$ cat config.mk
export PLATFORM = sky130hd
export DESIGN_NAME = lidar_angle_segment_mask_top
export DESIGN_NICKNAME = d
export VERILOG_FILES = /design/src/rtl/core/lasm_pkg.sv /design/src/rtl/core/lidar_angle_segment_mask_top.sv /design/src/rtl/core/lasm_datapath.sv /design/src/rtl/core/lasm_controller.sv
export SDC_FILE = /design/constraint.sdc
export NUM_CORES = 1
export LEC_CHECK = 0
export BUFFER_PORTS_ARGS = -buffer_cell sky130_fd_sc_hd__buf_2
export CORE_UTILIZATION = 62
export DETAILED_ROUTE_END_ITERATION = 8
export GPL_TIMING_DRIVEN = 0
export PLACE_DENSITY = 0.79
export SLEW_MARGIN = 20
export SYNTH_ARGS = -nofsm -noshare
export SYNTH_HDL_FRONTEND = slang
export SYNTH_SLANG_ARGS = --single-unit
$ cat constraint.sdc
create_clock -name i_clk -period 5.2 [get_ports i_clk]
set_clock_uncertainty 0.05 [all_clocks]
set_input_delay 1.3 -clock i_clk [delete_from_list [all_inputs] [get_ports i_clk]]
set_output_delay 1.3 -clock i_clk [all_outputs]
set_load 0.01 [all_outputs]
$ cat src/rtl/core/lasm_pkg.sv
// Package for the lidar angle segment mask block: sizes, codes, FSM states
// and the command and status structs between controller and datapath.
// Depends on nothing; used by every module in rtl/core.
`default_nettype none

package lasm_pkg;

    localparam int ANGLE_BITS       = 16;
    localparam int MAX_SEGMENTS     = 16;
    localparam int SEG_IDX_W        = $clog2(MAX_SEGMENTS);
    localparam int SEG_CNT_W        = $clog2(MAX_SEGMENTS + 1);
    localparam int MAX_SCAN_SAMPLES = 4096;
    localparam int TALLY_W          = $clog2(MAX_SCAN_SAMPLES + 1);
    localparam int RATIO_FRAC       = 16;
    localparam int RATIO_W          = RATIO_FRAC + 1;
    localparam int DIV_STEPS        = RATIO_W;
    localparam int DIV_CNT_W        = $clog2(DIV_STEPS + 1);

    localparam int ACTION_W = 2;
    localparam int STATUS_W = 2;
    localparam int CFG_IDX_W = 1;

    localparam logic [ACTION_W-1:0] ACT_CLEAR  = 2'd0;
    localparam logic [ACTION_W-1:0] ACT_PUSH   = 2'd1;
    localparam logic [ACTION_W-1:0] ACT_SAMPLE = 2'd2;

    localparam logic [STATUS_W-1:0] ST_OK      = 2'd0;
    localparam logic [STATUS_W-1:0] ST_INVALID = 2'd1;
    localparam logic [STATUS_W-1:0] ST_ORDER   = 2'd2;

    localparam logic [CFG_IDX_W-1:0] CFG_WIN_MIN = 1'd0;
    localparam logic [CFG_IDX_W-1:0] CFG_WIN_MAX = 1'd1;

    localparam logic signed [ANGLE_BITS-1:0] WIN_MIN_RST = {1'b1, {(ANGLE_BITS-1){1'b0}}};
    localparam logic signed [ANGLE_BITS-1:0] WIN_MAX_RST = {1'b0, {(ANGLE_BITS-1){1'b1}}};

    typedef enum logic [3:0] {
        S_IDLE,
        S_DECODE,
        S_PUSH_EVAL,
        S_SAMPLE_EVAL,
        S_SEARCH_RD,
        S_SEARCH_CMP,
        S_DIV_START,
        S_DIV,
        S_FINISH
    } t_state;

    typedef struct packed {
        logic load;
        logic clear;
        logic rd_prev;
        logic push_commit;
        logic refuse;
        logic sample_read;
        logic sample_eval;
        logic search_init;
        logic rd_k;
        logic k_inc;
        logic take_k;
        logic set_nomore;
        logic div_init;
        logic div_step;
        logic emit;
    } t_dp_cmd;

    typedef struct packed {
        logic [ACTION_W-1:0] action;
        logic                last;
        logic                ordered;
        logic                need_search;
        logic                k_end;
        logic                probe_hit;
        logic                div_last;
    } t_dp_status;

endpackage

`default_nettype wire

$ cat src/rtl/core/lidar_angle_segment_mask_top.sv
// Top level of the lidar angle segment mask block.
// Depends on lasm_pkg, lasm_controller and lasm_datapath.
//
// The block holds up to 16 angular segments in a small memory and masks
// scan samples against them one item at a time. A sample that is not the
// last of its scan and passes the current segment's end probes the later
// segments in turn until one qualifies or the table ends. The last sample
// of a scan runs the 17-step shift-subtract divider that forms the Q1.16
// mask ratio. A new item is taken once the previous one has reached the
// output register, and a result waits there until the downstream side
// lifts its stall. Configuration writes are always ready and must be
// issued while idle.
`default_nettype none

module lidar_angle_segment_mask_top (
    input  wire logic                                    i_clk,
    input  wire logic                                    i_rst_n,
    input  wire logic                                    i_valid,
    output logic                                         o_stall,
    input  wire logic [lasm_pkg::ACTION_W-1:0]           i_action,
    input  wire logic signed [lasm_pkg::ANGLE_BITS-1:0]  i_seg_start,
    input  wire logic signed [lasm_pkg::ANGLE_BITS-1:0]  i_seg_end,
    input  wire logic signed [lasm_pkg::ANGLE_BITS-1:0]  i_sample_angle,
    input  wire logic                                    i_last_sample,
    output logic                                         o_valid,
    input  wire logic                                    i_stall,
    output logic [lasm_pkg::STATUS_W-1:0]                o_status,
    output logic                                         o_mask_bit,
    output logic                                         o_scan_done,
    output logic [lasm_pkg::TALLY_W-1:0]                 o_masked_count,
    output logic [lasm_pkg::RATIO_W-1:0]                 o_mask_ratio,
    input  wire logic                                    i_cfg_valid,
    output logic                                         o_cfg_ready,
    input  wire logic [lasm_pkg::CFG_IDX_W-1:0]          i_cfg_index,
    input  wire logic signed [lasm_pkg::ANGLE_BITS-1:0]  i_cfg_data
);

    lasm_pkg::t_dp_cmd    dp_cmd;
    lasm_pkg::t_dp_status dp_sts;

    assign o_cfg_ready = 1'b1;

    lasm_controller u_ctrl (
        .i_clk   (i_clk),
        .i_rst_n (i_rst_n),
        .i_valid (i_valid),
        .o_stall (o_stall),
        .o_valid (o_valid),
        .i_stall (i_stall),
        .i_sts   (dp_sts),
        .o_cmd   (dp_cmd)
    );

    lasm_datapath u_dp (
        .i_clk          (i_clk),
        .i_rst_n        (i_rst_n),
        .i_cmd          (dp_cmd),
        .o_sts          (dp_sts),
        .i_action       (i_action),
        .i_seg_start    (i_seg_start),
        .i_seg_end      (i_seg_end),
        .i_sample_angle (i_sample_angle),
        .i_last_sample  (i_last_sample),
        .i_cfg_we       (i_cfg_valid && o_cfg_ready),
        .i_cfg_index    (i_cfg_index),
        .i_cfg_data     (i_cfg_data),
        .o_status       (o_status),
        .o_mask_bit     (o_mask_bit),
        .o_scan_done    (o_scan_done),
        .o_masked_count (o_masked_count),
        .o_mask_ratio   (o_mask_ratio)
    );

endmodule

`default_nettype wire

$ cat src/rtl/core/lasm_datapath.sv
// Datapath of the lidar angle segment mask: segment memory, scan state,
// tallies, the serial ratio divider and the result registers.
// Depends on lasm_pkg; driven by lasm_controller through t_dp_cmd.
`default_nettype none

module lasm_datapath (
    input  wire logic                                    i_clk,
    input  wire logic                                    i_rst_n,
    input  wire lasm_pkg::t_dp_cmd                       i_cmd,
    output lasm_pkg::t_dp_status                         o_sts,
    input  wire logic [lasm_pkg::ACTION_W-1:0]           i_action,
    input  wire logic signed [lasm_pkg::ANGLE_BITS-1:0]  i_seg_start,
    input  wire logic signed [lasm_pkg::ANGLE_BITS-1:0]  i_seg_end,
    input  wire logic signed [lasm_pkg::ANGLE_BITS-1:0]  i_sample_angle,
    input  wire logic                                    i_last_sample,
    input  wire logic                                    i_cfg_we,
    input  wire logic [lasm_pkg::CFG_IDX_W-1:0]          i_cfg_index,
    input  wire logic signed [lasm_pkg::ANGLE_BITS-1:0]  i_cfg_data,
    output logic [lasm_pkg::STATUS_W-1:0]                o_status,
    output logic                                         o_mask_bit,
    output logic                                         o_scan_done,
    output logic [lasm_pkg::TALLY_W-1:0]                 o_masked_count,
    output logic [lasm_pkg::RATIO_W-1:0]                 o_mask_ratio
);

    logic signed [lasm_pkg::ANGLE_BITS-1:0] mem_lo [lasm_pkg::MAX_SEGMENTS];
    logic signed [lasm_pkg::ANGLE_BITS-1:0] mem_hi [lasm_pkg::MAX_SEGMENTS];

    logic signed [lasm_pkg::ANGLE_BITS-1:0] r_win_min;
    logic signed [lasm_pkg::ANGLE_BITS-1:0] r_win_max;

    logic [lasm_pkg::ACTION_W-1:0]          r_in_action;
    logic signed [lasm_pkg::ANGLE_BITS-1:0] r_in_start;
    logic signed [lasm_pkg::ANGLE_BITS-1:0] r_in_end;
    logic signed [lasm_pkg::ANGLE_BITS-1:0] r_in_angle;
    logic                                   r_in_last;

    logic signed [lasm_pkg::ANGLE_BITS-1:0] r_rd_lo;
    logic signed [lasm_pkg::ANGLE_BITS-1:0] r_rd_hi;

    logic [lasm_pkg::SEG_CNT_W-1:0] r_seg_count;
    logic                           r_ordered;
    logic [lasm_pkg::SEG_IDX_W-1:0] r_ptr;
    logic                           r_nomore;
    logic                           r_in_scan;
    logic [lasm_pkg::TALLY_W-1:0]   r_masked;
    logic [lasm_pkg::TALLY_W-1:0]   r_sampled;
    logic [lasm_pkg::SEG_CNT_W-1:0] r_k;
    logic [lasm_pkg::DIV_CNT_W-1:0] r_div_cnt;

    logic [lasm_pkg::TALLY_W-1:0]   r_rem;
    logic [lasm_pkg::TALLY_W-1:0]   r_den;
    logic [lasm_pkg::RATIO_W-1:0]   r_quo;

    logic [lasm_pkg::STATUS_W-1:0]  r_res_status;
    logic                           r_res_mbit;
    logic                           r_res_done;
    logic [lasm_pkg::TALLY_W-1:0]   r_res_count;

    logic                           rd_en;
    logic [lasm_pkg::SEG_IDX_W-1:0] rd_addr;
    logic [lasm_pkg::SEG_CNT_W-1:0] cnt_m1;
    logic                           push_ok;
    logic                           ptr_valid;
    logic                           hit;
    logic [lasm_pkg::TALLY_W:0]     div_t;
    logic                           div_ge;

    assign cnt_m1    = r_seg_count - lasm_pkg::SEG_CNT_W'(1);
    assign ptr_valid = {1'b0, r_ptr} < r_seg_count;
    assign hit       = ptr_valid && (r_in_angle >= r_rd_lo) && (r_in_angle <= r_rd_hi);
    assign push_ok   = (r_in_start <= r_in_end) && (r_in_start >= r_win_min)
                    && (r_in_end <= r_win_max)
                    && (r_seg_count < lasm_pkg::SEG_CNT_W'(lasm_pkg::MAX_SEGMENTS));

    assign div_t  = (r_div_cnt == lasm_pkg::DIV_CNT_W'(lasm_pkg::DIV_STEPS))
                  ? {1'b0, r_rem} : {r_rem, 1'b0};
    assign div_ge = div_t >= {1'b0, r_den};

    always_comb begin
        rd_en   = i_cmd.rd_prev || i_cmd.sample_read || i_cmd.rd_k;
        rd_addr = r_k[lasm_pkg::SEG_IDX_W-1:0];
        if (i_cmd.rd_prev) begin
            rd_addr = cnt_m1[lasm_pkg::SEG_IDX_W-1:0];
        end else if (i_cmd.sample_read) begin
            rd_addr = r_in_scan ? r_ptr : '0;
        end
    end

    always_comb begin
        o_sts.action      = r_in_action;
        o_sts.last        = r_in_last;
        o_sts.ordered     = r_ordered;
        o_sts.need_search = ptr_valid && !r_nomore && (r_in_angle > r_rd_hi);
        o_sts.k_end       = r_k >= r_seg_count;
        o_sts.probe_hit   = r_rd_lo >= r_in_angle;
        o_sts.div_last    = r_div_cnt == lasm_pkg::DIV_CNT_W'(1);
    end

    always_ff @(posedge i_clk) begin
        if (i_cmd.push_commit && push_ok) begin
            mem_lo[r_seg_count[lasm_pkg::SEG_IDX_W-1:0]] <= r_in_start;
            mem_hi[r_seg_count[lasm_pkg::SEG_IDX_W-1:0]] <= r_in_end;
        end
        if (rd_en) begin
            r_rd_lo <= mem_lo[rd_addr];
            r_rd_hi <= mem_hi[rd_addr];
        end
    end

    always_ff @(posedge i_clk) begin
        if (!i_rst_n) begin
            r_win_min   <= lasm_pkg::WIN_MIN_RST;
            r_win_max   <= lasm_pkg::WIN_MAX_RST;
            r_seg_count <= '0;
            r_ordered   <= 1'b1;
            r_ptr       <= '0;
            r_nomore    <= 1'b0;
            r_in_scan   <= 1'b0;
            r_masked    <= '0;
            r_sampled   <= '0;
            r_k         <= '0;
            r_div_cnt   <= '0;
        end else begin
            if (i_cfg_we) begin
                case (i_cfg_index)
                    lasm_pkg::CFG_WIN_MIN: r_win_min <= i_cfg_data;
                    lasm_pkg::CFG_WIN_MAX: r_win_max <= i_cfg_data;
                    default: ;
                endcase
            end
            if (i_cmd.clear) begin
                r_seg_count <= '0;
                r_ordered   <= 1'b1;
            end
            if (i_cmd.push_commit && push_ok) begin
                if ((r_seg_count != '0) && (r_rd_hi > r_in_start)) begin
                    r_ordered <= 1'b0;
                end
                r_seg_count <= r_seg_count + lasm_pkg::SEG_CNT_W'(1);
            end
            if (i_cmd.sample_read && !r_in_scan) begin
                r_in_scan <= 1'b1;
                r_ptr     <= '0;
                r_nomore  <= 1'b0;
                r_masked  <= '0;
                r_sampled <= '0;
            end
            if (i_cmd.sample_eval
                && (r_sampled < lasm_pkg::TALLY_W'(lasm_pkg::MAX_SCAN_SAMPLES))) begin
                r_sampled <= r_sampled + lasm_pkg::TALLY_W'(1);
                if (hit) begin
                    r_masked <= r_masked + lasm_pkg::TALLY_W'(1);
                end
            end
            if (i_cmd.search_init) begin
                r_k <= {1'b0, r_ptr} + lasm_pkg::SEG_CNT_W'(1);
            end
            if (i_cmd.k_inc) begin
                r_k <= r_k + lasm_pkg::SEG_CNT_W'(1);
            end
            if (i_cmd.take_k) begin
                r_ptr <= r_k[lasm_pkg::SEG_IDX_W-1:0];
            end
            if (i_cmd.set_nomore) begin
                r_nomore <= 1'b1;
            end
            if (i_cmd.div_init) begin
                r_div_cnt <= lasm_pkg::DIV_CNT_W'(lasm_pkg::DIV_STEPS);
            end
            if (i_cmd.div_step) begin
                r_div_cnt <= r_div_cnt - lasm_pkg::DIV_CNT_W'(1);
            end
            if (i_cmd.clear || i_cmd.div_init || (i_cmd.refuse && r_in_last)) begin
                r_in_scan <= 1'b0;
                r_ptr     <= '0;
                r_nomore  <= 1'b0;
                r_masked  <= '0;
                r_sampled <= '0;
            end
        end
    end

    always_ff @(posedge i_clk) begin
        if (i_cmd.load) begin
            r_in_action  <= i_action;
            r_in_start   <= i_seg_start;
            r_in_end     <= i_seg_end;
            r_in_angle   <= i_sample_angle;
            r_in_last    <= i_last_sample;
            r_res_status <= lasm_pkg::ST_OK;
            r_res_mbit   <= 1'b0;
            r_res_done   <= 1'b0;
            r_res_count  <= '0;
        end
        if (i_cmd.push_commit && !push_ok) begin
            r_res_status <= lasm_pkg::ST_INVALID;
        end
        if (i_cmd.refuse) begin
            r_res_status <= lasm_pkg::ST_ORDER;
        end
        if (i_cmd.sample_eval) begin
            r_res_mbit <= hit;
        end
        if (i_cmd.div_init) begin
            r_res_done  <= 1'b1;
            r_res_count <= r_masked;
            r_rem       <= r_masked;
            r_den       <= r_sampled;
            r_quo       <= '0;
        end
        if (i_cmd.div_step) begin
            r_rem <= div_ge ? lasm_pkg::TALLY_W'(div_t - {1'b0, r_den})
                            : div_t[lasm_pkg::TALLY_W-1:0];
            r_quo <= {r_quo[lasm_pkg::RATIO_W-2:0], div_ge};
        end
        if (i_cmd.emit) begin
            o_status       <= r_res_status;
            o_mask_bit     <= r_res_mbit;
            o_scan_done    <= r_res_done;
            o_masked_count <= r_res_count;
            o_mask_ratio   <= (r_res_done && (r_den != '0)) ? r_quo : '0;
        end
    end

`ifndef ASSERT_OFF
    a_count_bound: assert property (@(posedge i_clk) disable iff (!i_rst_n)
        r_seg_count <= lasm_pkg::SEG_CNT_W'(lasm_pkg::MAX_SEGMENTS))
        else $error("segment count above table size");
    a_tally_order: assert property (@(posedge i_clk) disable iff (!i_rst_n)
        r_masked <= r_sampled)
        else $error("masked tally exceeds sample tally");
    a_idle_scan: assert property (@(posedge i_clk) disable iff (!i_rst_n)
        !r_in_scan |-> (r_sampled == '0) && (r_masked == '0) && (r_ptr == '0))
        else $error("scan state left over outside a scan");
    a_ptr_range: assert property (@(posedge i_clk) disable iff (!i_rst_n)
        (r_ptr == '0) || ptr_valid)
        else $error("segment pointer beyond table");
`endif

endmodule

`default_nettype wire

$ cat src/rtl/core/lasm_controller.sv
// Controller of the lidar angle segment mask: the sequencing state machine,
// the input stall and the output valid register.
// Depends on lasm_pkg; drives lasm_datapath through t_dp_cmd.
`default_nettype none

module lasm_controller (
    input  wire logic                 i_clk,
    input  wire logic                 i_rst_n,
    input  wire logic                 i_valid,
    output logic                      o_stall,
    output logic                      o_valid,
    input  wire logic                 i_stall,
    input  wire lasm_pkg::t_dp_status i_sts,
    output lasm_pkg::t_dp_cmd         o_cmd
);

    lasm_pkg::t_state r_state;
    lasm_pkg::t_state n_state;
    logic             r_out_valid;
    logic             n_out_valid;

    assign o_valid = r_out_valid;

    always_ff @(posedge i_clk) begin
        if (!i_rst_n) begin
            r_state     <= lasm_pkg::S_IDLE;
            r_out_valid <= 1'b0;
        end else begin
            r_state     <= n_state;
            r_out_valid <= n_out_valid;
        end
    end

    always_comb begin
        n_state     = r_state;
        o_cmd       = '0;
        o_stall     = 1'b1;
        n_out_valid = r_out_valid && i_stall;
        case (r_state)
            lasm_pkg::S_IDLE: begin
                o_stall = 1'b0;
                if (i_valid) begin
                    o_cmd.load = 1'b1;
                    n_state    = lasm_pkg::S_DECODE;
                end
            end
            lasm_pkg::S_DECODE: begin
                case (i_sts.action)
                    lasm_pkg::ACT_CLEAR: begin
                        o_cmd.clear = 1'b1;
                        n_state     = lasm_pkg::S_FINISH;
                    end
                    lasm_pkg::ACT_PUSH: begin
                        o_cmd.rd_prev = 1'b1;
                        n_state       = lasm_pkg::S_PUSH_EVAL;
                    end
                    lasm_pkg::ACT_SAMPLE: begin
                        if (!i_sts.ordered) begin
                            o_cmd.refuse = 1'b1;
                            n_state      = lasm_pkg::S_FINISH;
                        end else begin
                            o_cmd.sample_read = 1'b1;
                            n_state           = lasm_pkg::S_SAMPLE_EVAL;
                        end
                    end
                    default: begin
                        n_state = lasm_pkg::S_FINISH;
                    end
                endcase
            end
            lasm_pkg::S_PUSH_EVAL: begin
                o_cmd.push_commit = 1'b1;
                n_state           = lasm_pkg::S_FINISH;
            end
            lasm_pkg::S_SAMPLE_EVAL: begin
                o_cmd.sample_eval = 1'b1;
                if (i_sts.last) begin
                    n_state = lasm_pkg::S_DIV_START;
                end else if (i_sts.need_search) begin
                    o_cmd.search_init = 1'b1;
                    n_state           = lasm_pkg::S_SEARCH_RD;
                end else begin
                    n_state = lasm_pkg::S_FINISH;
                end
            end
            lasm_pkg::S_SEARCH_RD: begin
                if (i_sts.k_end) begin
                    o_cmd.set_nomore = 1'b1;
                    n_state          = lasm_pkg::S_FINISH;
                end else begin
                    o_cmd.rd_k = 1'b1;
                    n_state    = lasm_pkg::S_SEARCH_CMP;
                end
            end
            lasm_pkg::S_SEARCH_CMP: begin
                if (i_sts.probe_hit) begin
                    o_cmd.take_k = 1'b1;
                    n_state      = lasm_pkg::S_FINISH;
                end else begin
                    o_cmd.k_inc = 1'b1;
                    n_state     = lasm_pkg::S_SEARCH_RD;
                end
            end
            lasm_pkg::S_DIV_START: begin
                o_cmd.div_init = 1'b1;
                n_state        = lasm_pkg::S_DIV;
            end
            lasm_pkg::S_DIV: begin
                o_cmd.div_step = 1'b1;
                if (i_sts.div_last) begin
                    n_state = lasm_pkg::S_FINISH;
                end
            end
            lasm_pkg::S_FINISH: begin
                if (!r_out_valid || !i_stall) begin
                    o_cmd.emit  = 1'b1;
                    n_out_valid = 1'b1;
                    n_state     = lasm_pkg::S_IDLE;
                end
            end
            default: begin
                n_state = lasm_pkg::S_IDLE;
            end
        endcase
    end

endmodule

`default_nettype wire

==> metrics.txt, run 1 <==
crit path cell chain=ha_1 -> nor2b_1 -> o211ai_1 -> a2111oi_0 -> a2111oi_0 -> a21o_1 -> o211a_1 -> and3_1 -> clkbuf_1 -> clkbuf_1 -> and3_2 -> buf_16; Top Ports=110; Post-synth EDFFs=686; slowest stage cell, crit path=edfxtp_1; slowest stage delay, CP=0.76 ns; Static Leak=14.2 nW; maxcap violations=0; Max Slew Vio Count=0; share of cells above drive strength 1=0.133; RSZ-0062 raised after global routing=no; Synth warnings=0; Critical Setup Path Class=reg2reg; initial detailed-routing violation count=2448; Worst-path clk slew=0.06 ns; root buf cell=clkbuf_16; Setup-failing EPs final=0; dpl hpwl=59700 um; Seq cells post-synth=774; Max VDD drop=0.335 mV; R2R setup slack=0.48 ns; CTS Hold Buffers Added=0; Vias/cell=6.44; CTS tree=yes; Overall Global Routing Usage=0.322; setup TNS=0 ns; Post-DRT Antenna Nets=0; Initial Util=0.630; largest net degree at the start of global routing=30; drt drc=0; Area growth syn-to-layout=13.3%; fin crit share=0.908; worst-skew pair later-pin latency=0.64 ns; GRT overflow=0; Syn Nets=2645; Yosys cell types=78; vias in the first global route=21806; Hold WS=0.371 ns; cells after synthesis=2441; Switching Share=0.246; total internal power=10.6 mW; Vias=21860; top post-synthesis cells by area=edfxtp_1 (62%), dfxtp_1 (5.3%), ha_1 (4.9%), nand2_1 (4.6%), mux2i_1 (4.4%); end of the critical path=u_dp.mem_lo[11][2]; PD cells=375 mW/mm^2; Longest Clk Path Bufs=3; DP Cell Count=3257; TritonCTS buffer count=78; Non-Filler Instances=3396; sequential power share=0.521; crit path launch=u_dp.r_in_end[1]; Pre-antenna DRT Iters=6; top cell type's share of synthesized area=0.621; clk sinks=774; Commonest cells post-synth=edfxtp_1 (686), nand2_1 (408), mux2i_1 (147); R2R Path Start=u_dp.r_in_end[1]; Final nets=2853; Post-synth ARST share=0; H-tree depth=3; Required @ worst endpoint=5.47 ns; Reg-to-Reg End=u_dp.mem_lo[11][2]; GP Congestion=0.923; final wirelength=86100 um; R2R depth=12; first-pass GRT wire length=129000 um; ys flop type=edfxtp_1; HP Class=reg2reg; status=completed; min cycle time layout=4.72 ns; Port-buffer cells=108; maximum fanout along the worst path=18; initial antenna violation count=1; Least-Margin Pin Slew=1.05 ns; cell taking the most area after synthesis=edfxtp_1; Core Area=0.0527 sq mm; post-layout util=0.714; Die ar.=0.0544 sq mm; Die Wd=233 um; worst rel slew slack=0.302; WL per Instance=25.3 um; Clock power frac=0.390; net load switching power=3.47 mW; ant diodes=0; nature of the critical path startpoint=flop; CP endpoint kind=flop; Hold Fails Final Rpt=0; Syn Area/Cell=13.6 sq um; most numerous cell in the Yosys netlist=edfxtp_1; Achievable Freq=212 MHz; Die Y=233 um; combinational power share=0.089; crit path DAT=4.99 ns; sequential-to-total area share from yosys stat=0.674; standard-cell row count=84; synthesized area=0.0332 sq mm
how the worst min path moves through the flow:
| stage | from | to | slack, ns | cells past startpoint |
|---|---|---|---|---|
| 6_report | u_dp.r_res_count[9] | u_dp.o_masked_count[9] | 0.37 | 0 |
| 5_1_grt | u_dp.r_res_count[9] | u_dp.o_masked_count[9] | 0.37 | 0 |
| 4_1_cts | u_dp.r_res_count[7] | u_dp.o_masked_count[7] | 0.37 | 0 |
| 3_5_place_dp | u_dp.r_res_count[11] | u_dp.o_masked_count[11] | 0.36 | 0 |
| 3_3_place_gp | u_dp.r_res_mbit | u_dp.o_mask_bit | 0.35 | 0 |
| 2_1_floorplan | u_dp.r_res_mbit | u_dp.o_mask_bit | 0.35 | 0 |
power by group through the flow:
stage / Sequential, mW / Clock [mW] / Combinational (mW)
after CTS: 7.34 / 5.52 / 1.24
after global placement: 7.46 / 0 / 1.14
after detailed placement: 7.47 / 0 / 1.23
after floorplan: 7.32 / 0 / 0.778
after global routing: 7.36 / 5.76 / 1.36
final: 7.35 / 5.49 / 1.26
layer usage:
metal  global-route usage  routed length, um  vias to the layer above
met4                0.150               3990                        2
met5                    0                  8                        -
met2                0.501              39500                     1248
met3               0.0612               8530                      276
li1                     -                  -                     9608
met1                0.441              34000                    10726
area by class of cell:
| cell class | count | area [sq um] |
|---|---|---|
| Buffer | 107 | 551 |
| Clock buffer | 96 | 2060 |
| Clock inverter | 43 | 422 |
| Fill cell | 3409 | 15100 |
| Inverter | 137 | 517 |
| Multi-Input combinational cell | 1423 | 9780 |
| Sequential cell | 774 | 22400 |
| Tap cell | 688 | 861 |
| Timing Repair Buffer | 128 | 1040 |
through the flow:
| stage | instance area (sq um) | worst slack [ns] | power (mW) |
|---|---|---|---|
| 2_1_floorplan | 33200 | 1.12 | 8.10 |
| 3_3_place_gp | 34600 | 0.0214 | 8.60 |
| 3_5_place_dp | 35100 | 0.318 | 8.70 |
| 4_1_cts | 37600 | 0.276 | 14.1 |
| 5_1_grt | 37600 | 0.159 | 14.5 |
| 6_report | 37600 | 0.479 | 14.1 |
cell families after synthesis:
group,after synthesis,synth area share
flops,774,0.674
simple gates,737,0.106
compound gates,368,0.0800
buf+inv,244,0.0320
mux,170,0.0532
fa+ha+maj,131,0.0497
xor+xnor,16,0.00423
other cells,1,0.000113
worst max-delay path: cells and delay by family, from the launching register on:
kind                       cells  cell delay [ns]
AOI/OAI and AO/OA              5             1.22
adders and majority gates      1             0.36
buffers and inverters          3             0.96
and+or+nand+nor                3             1.01
DFF                            1             0.76
registers in the layout, summed over array words and instances, names as in the netlist, 17 cells and up:
| register | cells |
|---|---|
| u_dp.o_mask_ratio | 17 |
| u_dp.r_quo | 17 |
| u_dp.mem_hi | 256 |
| u_dp.mem_lo | 256 |
layout by cell type, fill, tap and decap left out, types with 11 or more instances in the layout:
cell	synthesis	layout
a21o_1	24	24
a21oi_1	89	88
a32oi_1	129	129
and2_1	41	41
and3_1	43	27
and3_2	0	16
and4_1	36	36
buf_16	0	13
buf_2	39	147
clkbuf_1	50	62
clkbuf_16	0	78
clkinv_1	0	13
clkinv_2	0	13
dfxtp_1	88	88
edfxtp_1	686	686
ha_1	130	130
inv_1	137	136
mux2_2	17	17
mux2i_1	147	147
nand2_1	408	408
nand3_1	31	30
nand4_1	26	26
nor2_1	71	71
nor2b_1	12	12
nor3_1	11	11
o211ai_1	18	18
o21ai_0	40	40
what timing repair did:
item / in CTS / in global routing
endpoints found under the setup margin: 0 / 7
resized for setup: 0 / 2
buffers inserted: 0 / 0
(Power assumes the default switching activity.)
==> run 2, diff against run 1 <==
--- a/config.mk
+++ b/config.mk
@@ -10,4 +10,5 @@
 export DETAILED_ROUTE_END_ITERATION = 8
 export GPL_TIMING_DRIVEN = 0
+export MAX_ROUTING_LAYER = met4
 export PLACE_DENSITY = 0.79
 export SLEW_MARGIN = 20
==> constraint.sdc (replaced) <==
create_clock -name i_clk -period 5.2 [get_ports i_clk]
set_clock_uncertainty 0.05 [all_clocks]
set_input_delay 1.04 -clock i_clk [delete_from_list [all_inputs] [get_ports i_clk]]
set_output_delay 1.04 -clock i_clk [all_outputs]
set_load 0.01 [all_outputs]
==> metrics.txt, run 2 (same netlist as run 1, synthesis figures left out) <==
status=completed; Die Y=233 um; Register Area=0.0224 sq mm; DP Cell Count=3257; Post-DRT Antenna Nets=0; critical path's top delay family=compound AO/OA/AOI/OAI gates; GRT overflow=0; maxcap violations=0; ant diodes=0; min cycle time layout=4.89 ns; RSZ-0062 raised after global routing=no; crit path cell chain=ha_1 -> and3_1 -> clkbuf_1 -> clkbuf_2 -> mux2_2 -> fa_1 -> a21o_1 -> a21o_1 -> a221o_1 -> nor4b_1 -> o22ai_1 -> buf_2 -> o21ai_0 -> o21ai_0; Initial Util=0.630; worst-skew pair later-pin latency=0.64 ns; Worst-path clk slew=0.06 ns; Pre-antenna DRT Iters=5; Die Wd=233 um; nature of the critical path startpoint=flop; H-tree depth=3; Vias/cell=6.41; crit path DAT=5.18 ns; CP endpoint kind=flop; PD cells=382 mW/mm^2; Required @ worst endpoint=5.49 ns; Max Slew Vio Count=0; Port-buffer cells=108; Max VDD drop=0.314 mV; maximum fanout along the worst path=10; Fill cells=3393; vias in the first global route=21423; fin crit share=0.940; setup TNS=0 ns; fin area=0.0377 sq mm; WL per Instance=25.5 um; clk sinks=774; Core Area=0.0527 sq mm; first-pass GRT wire length=128000 um; GP Congestion=0.930; slowest stage cell, crit path=fa_1; Hold Path Origin=u_dp.r_res_mbit; largest net degree at the start of global routing=37; final wirelength=86600 um; cts repair resizes=0; Die ar.=0.0544 sq mm; R2R Path Start=u_dp.r_div_cnt[0]; share of cells above drive strength 1=0.135; initial detailed-routing violation count=2345; slowest stage delay, CP=0.45 ns; Non-Filler Instances=3396; commonest non-fill, non-tap cell in the layout=edfxtp_1; CTS Hold Buffers Added=0; Final nets=2852; Overall Global Routing Usage=0.334; Achievable Freq=205 MHz; Multi-input gate area=0.00977 sq mm; HP Class=reg2reg; drt drc=0; most frequent cells in the layout=edfxtp_1 (686), nand2_1 (408), buf_2 (147), mux2i_1 (147), inv_1 (136); Vias=21755; WP buf/inv=3; root buf cell=clkbuf_16; Hold Fails Final Rpt=0; Static Leak=14.3 nW; area post-placement=0.0351 sq mm; Least-Margin Pin Slew=1.11 ns; Critical Setup Path Class=reg2reg; Area growth syn-to-layout=13.7%; crit path launch=u_dp.r_div_cnt[0]; Longest Clk Path Bufs=3; TritonCTS buffer count=77; standard-cell row count=84; initial antenna violation count=0; worst rel slew slack=0.254; Setup-failing EPs final=0; Hold WS=0.373 ns; total power=14.4 mW; CTS tree=yes; Top Ports=110; dpl hpwl=59600 um; post-CTS setup buffers=0
## run 2: cell types whose count changed in the layout (fill, tap and decap cells not counted), sizes merged
cell,change
inv,-2
bufinv,+6
clkinvlp,-1
clkinv,-3
## run 2: path summary, 6_finish.rpt
path,to,slack [ns],depth (start not counted)
min,u_dp.o_mask_bit,0.37,0
max,u_dp.r_rem[2],0.31,14
min reg2reg,u_dp.o_mask_bit,0.37,0
max reg2reg,u_dp.r_rem[2],0.31,14
## run 2: metrics by stage
stage	worst slack [ns]	util
CTS	0.182	0.716
detailed placement	0.223	0.666
global route	0.0668	0.716
finish	0.313	0.716
floorplan	1.12	-
global placement	-0.0265	0.656
## run 2: metal layers
metal / GRT usage / vias up / routed length [um]
li1: - / 9622 / -
met4: 0.140 / 0 / 3160
met3: 0.0529 / 210 / 8890
met5: - / - / 0
met1: 0.444 / 10678 / 34200
met2: 0.514 / 1245 / 40400
## run 2: area by class of cell
class	instances	area share
Sequential cell	774	0.593
Multi-Input combinational cell	1423	0.259
Clock buffer	96	0.0544
Timing Repair Buffer	128	0.0267
Tap cell	688	0.0228
Clock inverter	43	0.0155
Buffer	107	0.0146
Inverter	137	0.0137
## run 2: report_power, final
group / total, mW / internal, mW / switching, mW
logic: 1.25 / 0.440 / 0.811
registers: 7.34 / 7.05 / 0.291
clock network: 5.82 / 3.42 / 2.40
==> run 3, diff against run 2 <==
CORE_UTILIZATION = 64   (was 62)
CTS_BUF_LIST = sky130_fd_sc_hd__clkbuf_8   (was not set)
PLACE_DENSITY = 0.81   (was 0.79)
==> metrics.txt, run 3 (same netlist as run 1, synthesis figures left out) <==
status=completed; crit path cell chain=ha_1 -> and3_1 -> clkbuf_1 -> clkbuf_2 -> mux2_2 -> fa_1 -> a21o_1 -> a21o_1 -> a221o_1 -> nor4b_1 -> o22ai_1 -> buf_2 -> mux2i_1 -> o21ai_0; HP Class=reg2reg; root buf cell=clkbuf_8; final wirelength=84500 um; maximum fanout along the worst path=10; Port-buffer cells=108; fin crit share=0.918; first-pass GRT wire length=126000 um; Pre-antenna DRT Iters=5; Critical Path Stages=14; R2R depth=14; TritonCTS buffer count=119; initial antenna violation count=1; Overall Global Routing Usage=0.332; GRT overflow=0; Post-DRT Antenna Nets=0; area post-placement=0.0351 sq mm; PD cells=367 mW/mm^2; Area growth syn-to-layout=13.1%; Required @ worst endpoint=5.60 ns; slowest stage delay, CP=0.45 ns; WL per Instance=24.3 um; Max Slew Vio Count=0; Die Wd=230 um; CTS Hold Buffers Added=0; maxcap violations=0; initial detailed-routing violation count=2551; worst rel slew slack=0.287; Longest Clk Path Bufs=3; slowest stage cell, crit path=fa_1; Top Ports=110; dpl hpwl=58300 um; drt drc=0; critical path's top delay family=compound AO/OA/AOI/OAI gates; H-tree depth=3; Hold Path Origin=u_dp.r_res_status[1]; most frequent cells in the layout=edfxtp_1 (686), nand2_1 (408), inv_1 (165); total power=13.8 mW; WP buf/inv=3; RSZ-0062 raised after global routing=no; share of cells above drive strength 1=0.148; Non-Filler Instances=3470; Core Area=0.0513 sq mm; worst-skew pair later-pin latency=0.74 ns; vias in the first global route=21783; Setup-failing EPs final=0; Reg-to-Reg End=u_dp.r_rem[6]; Die Y=230 um; largest net degree at the start of global routing=36; DP Cell Count=3249; fin area=0.0375 sq mm; min cycle time layout=4.78 ns; Hold WS=0.362 ns; end of the critical path=u_dp.r_rem[6]; Die ar.=0.0527 sq mm; Final nets=2894; R2R setup slack=0.42 ns; Max VDD drop=0.375 mV; post-layout util=0.731; Static Leak=14.4 nW; Setup WS pre-CTS=0.282 ns; crit path launch=u_dp.r_div_cnt[0]; setup TNS=0 ns; commonest non-fill, non-tap cell in the layout=edfxtp_1; R2R Path Start=u_dp.r_div_cnt[0]; GP Congestion=0.928; Vias/cell=6.30; Hold Fails Final Rpt=0; setup ws final=0.424 ns; Critical Setup Path Class=reg2reg; clk sinks=774; Achievable Freq=209 MHz; CTS tree=yes; Least-Margin Pin Slew=1.07 ns; nature of the critical path startpoint=flop; standard-cell row count=83; crit path DAT=5.18 ns; cell mode on critical path=a21o_1; Vias=21870; Initial Util=0.646; Worst-path clk slew=0.07 ns; CP endpoint kind=flop
[run 3: cell count changes in the layout (fill, tap and decap cells not counted), moves of 9 or more]
cell       delta
clkbuf_8    +117
clkbuf_16    -78
inv_1        +29
clkinv_1     +21
clkbuf_1     -15
clkinv_2      +9
[run 3: worst register-to-register path, cell delays in order, from the launching register on]
cell and delay (ns):
dfxtp_1 0.40, ha_1 0.21, and3_1 0.22, clkbuf_1 0.32, clkbuf_2 0.36, mux2_2 0.42
fa_1 0.45, a21o_1 0.20, a21o_1 0.22, a221o_1 0.41, nor4b_1 0.36, o22ai_1 0.30
buf_2 0.30, mux2i_1 0.18, o21ai_0 0.09
[run 3: what timing repair did]
| item | CTS | global route |
|---|---|---|
| buffers inserted | 0 | 0 |
| endpoints found under the setup margin | 0 | 6 |
| endpoints found under the hold margin | 0 | 0 |
| resized for setup | 0 | 2 |
[run 3: how the worst min path moves through the flow]
stage / to / depth (start not counted)
finish: u_dp.o_status[1] / 0
global route: u_dp.o_masked_count[8] / 0
detailed placement: u_dp.o_masked_count[8] / 0
global placement: u_dp.o_mask_bit / 0
floorplan: u_dp.o_mask_bit / 0
CTS: u_dp.o_status[1] / 0
[run 3: report_power, final]
group / internal (mW) / switching [mW] / total (mW)
clock: 2.81 / 2.36 / 5.17
combinational: 0.441 / 0.803 / 1.24
sequential: 7.06 / 0.297 / 7.35
total: 10.3 / 3.46 / 13.8
[run 3: cell type report]
cell class	count	area, sq um
multi-input cells	1423	9780
inverters	137	517
plain buffers	107	551
clock buffers	120	1650
fillers	3234	13800
clock inverters	100	783
well taps	680	851
diodes	1	2.50
flip-flops and latches	774	22400
repair buffers	128	1020
[run 3: routing by layer]
layer  GRT usage  wire (um)  up-vias
met1       0.438      32900    10638
met3      0.0675       8970      232
li1            -          -     9718
met2       0.506      39200     1282
met4       0.141       3340        0
met5           -          0        -
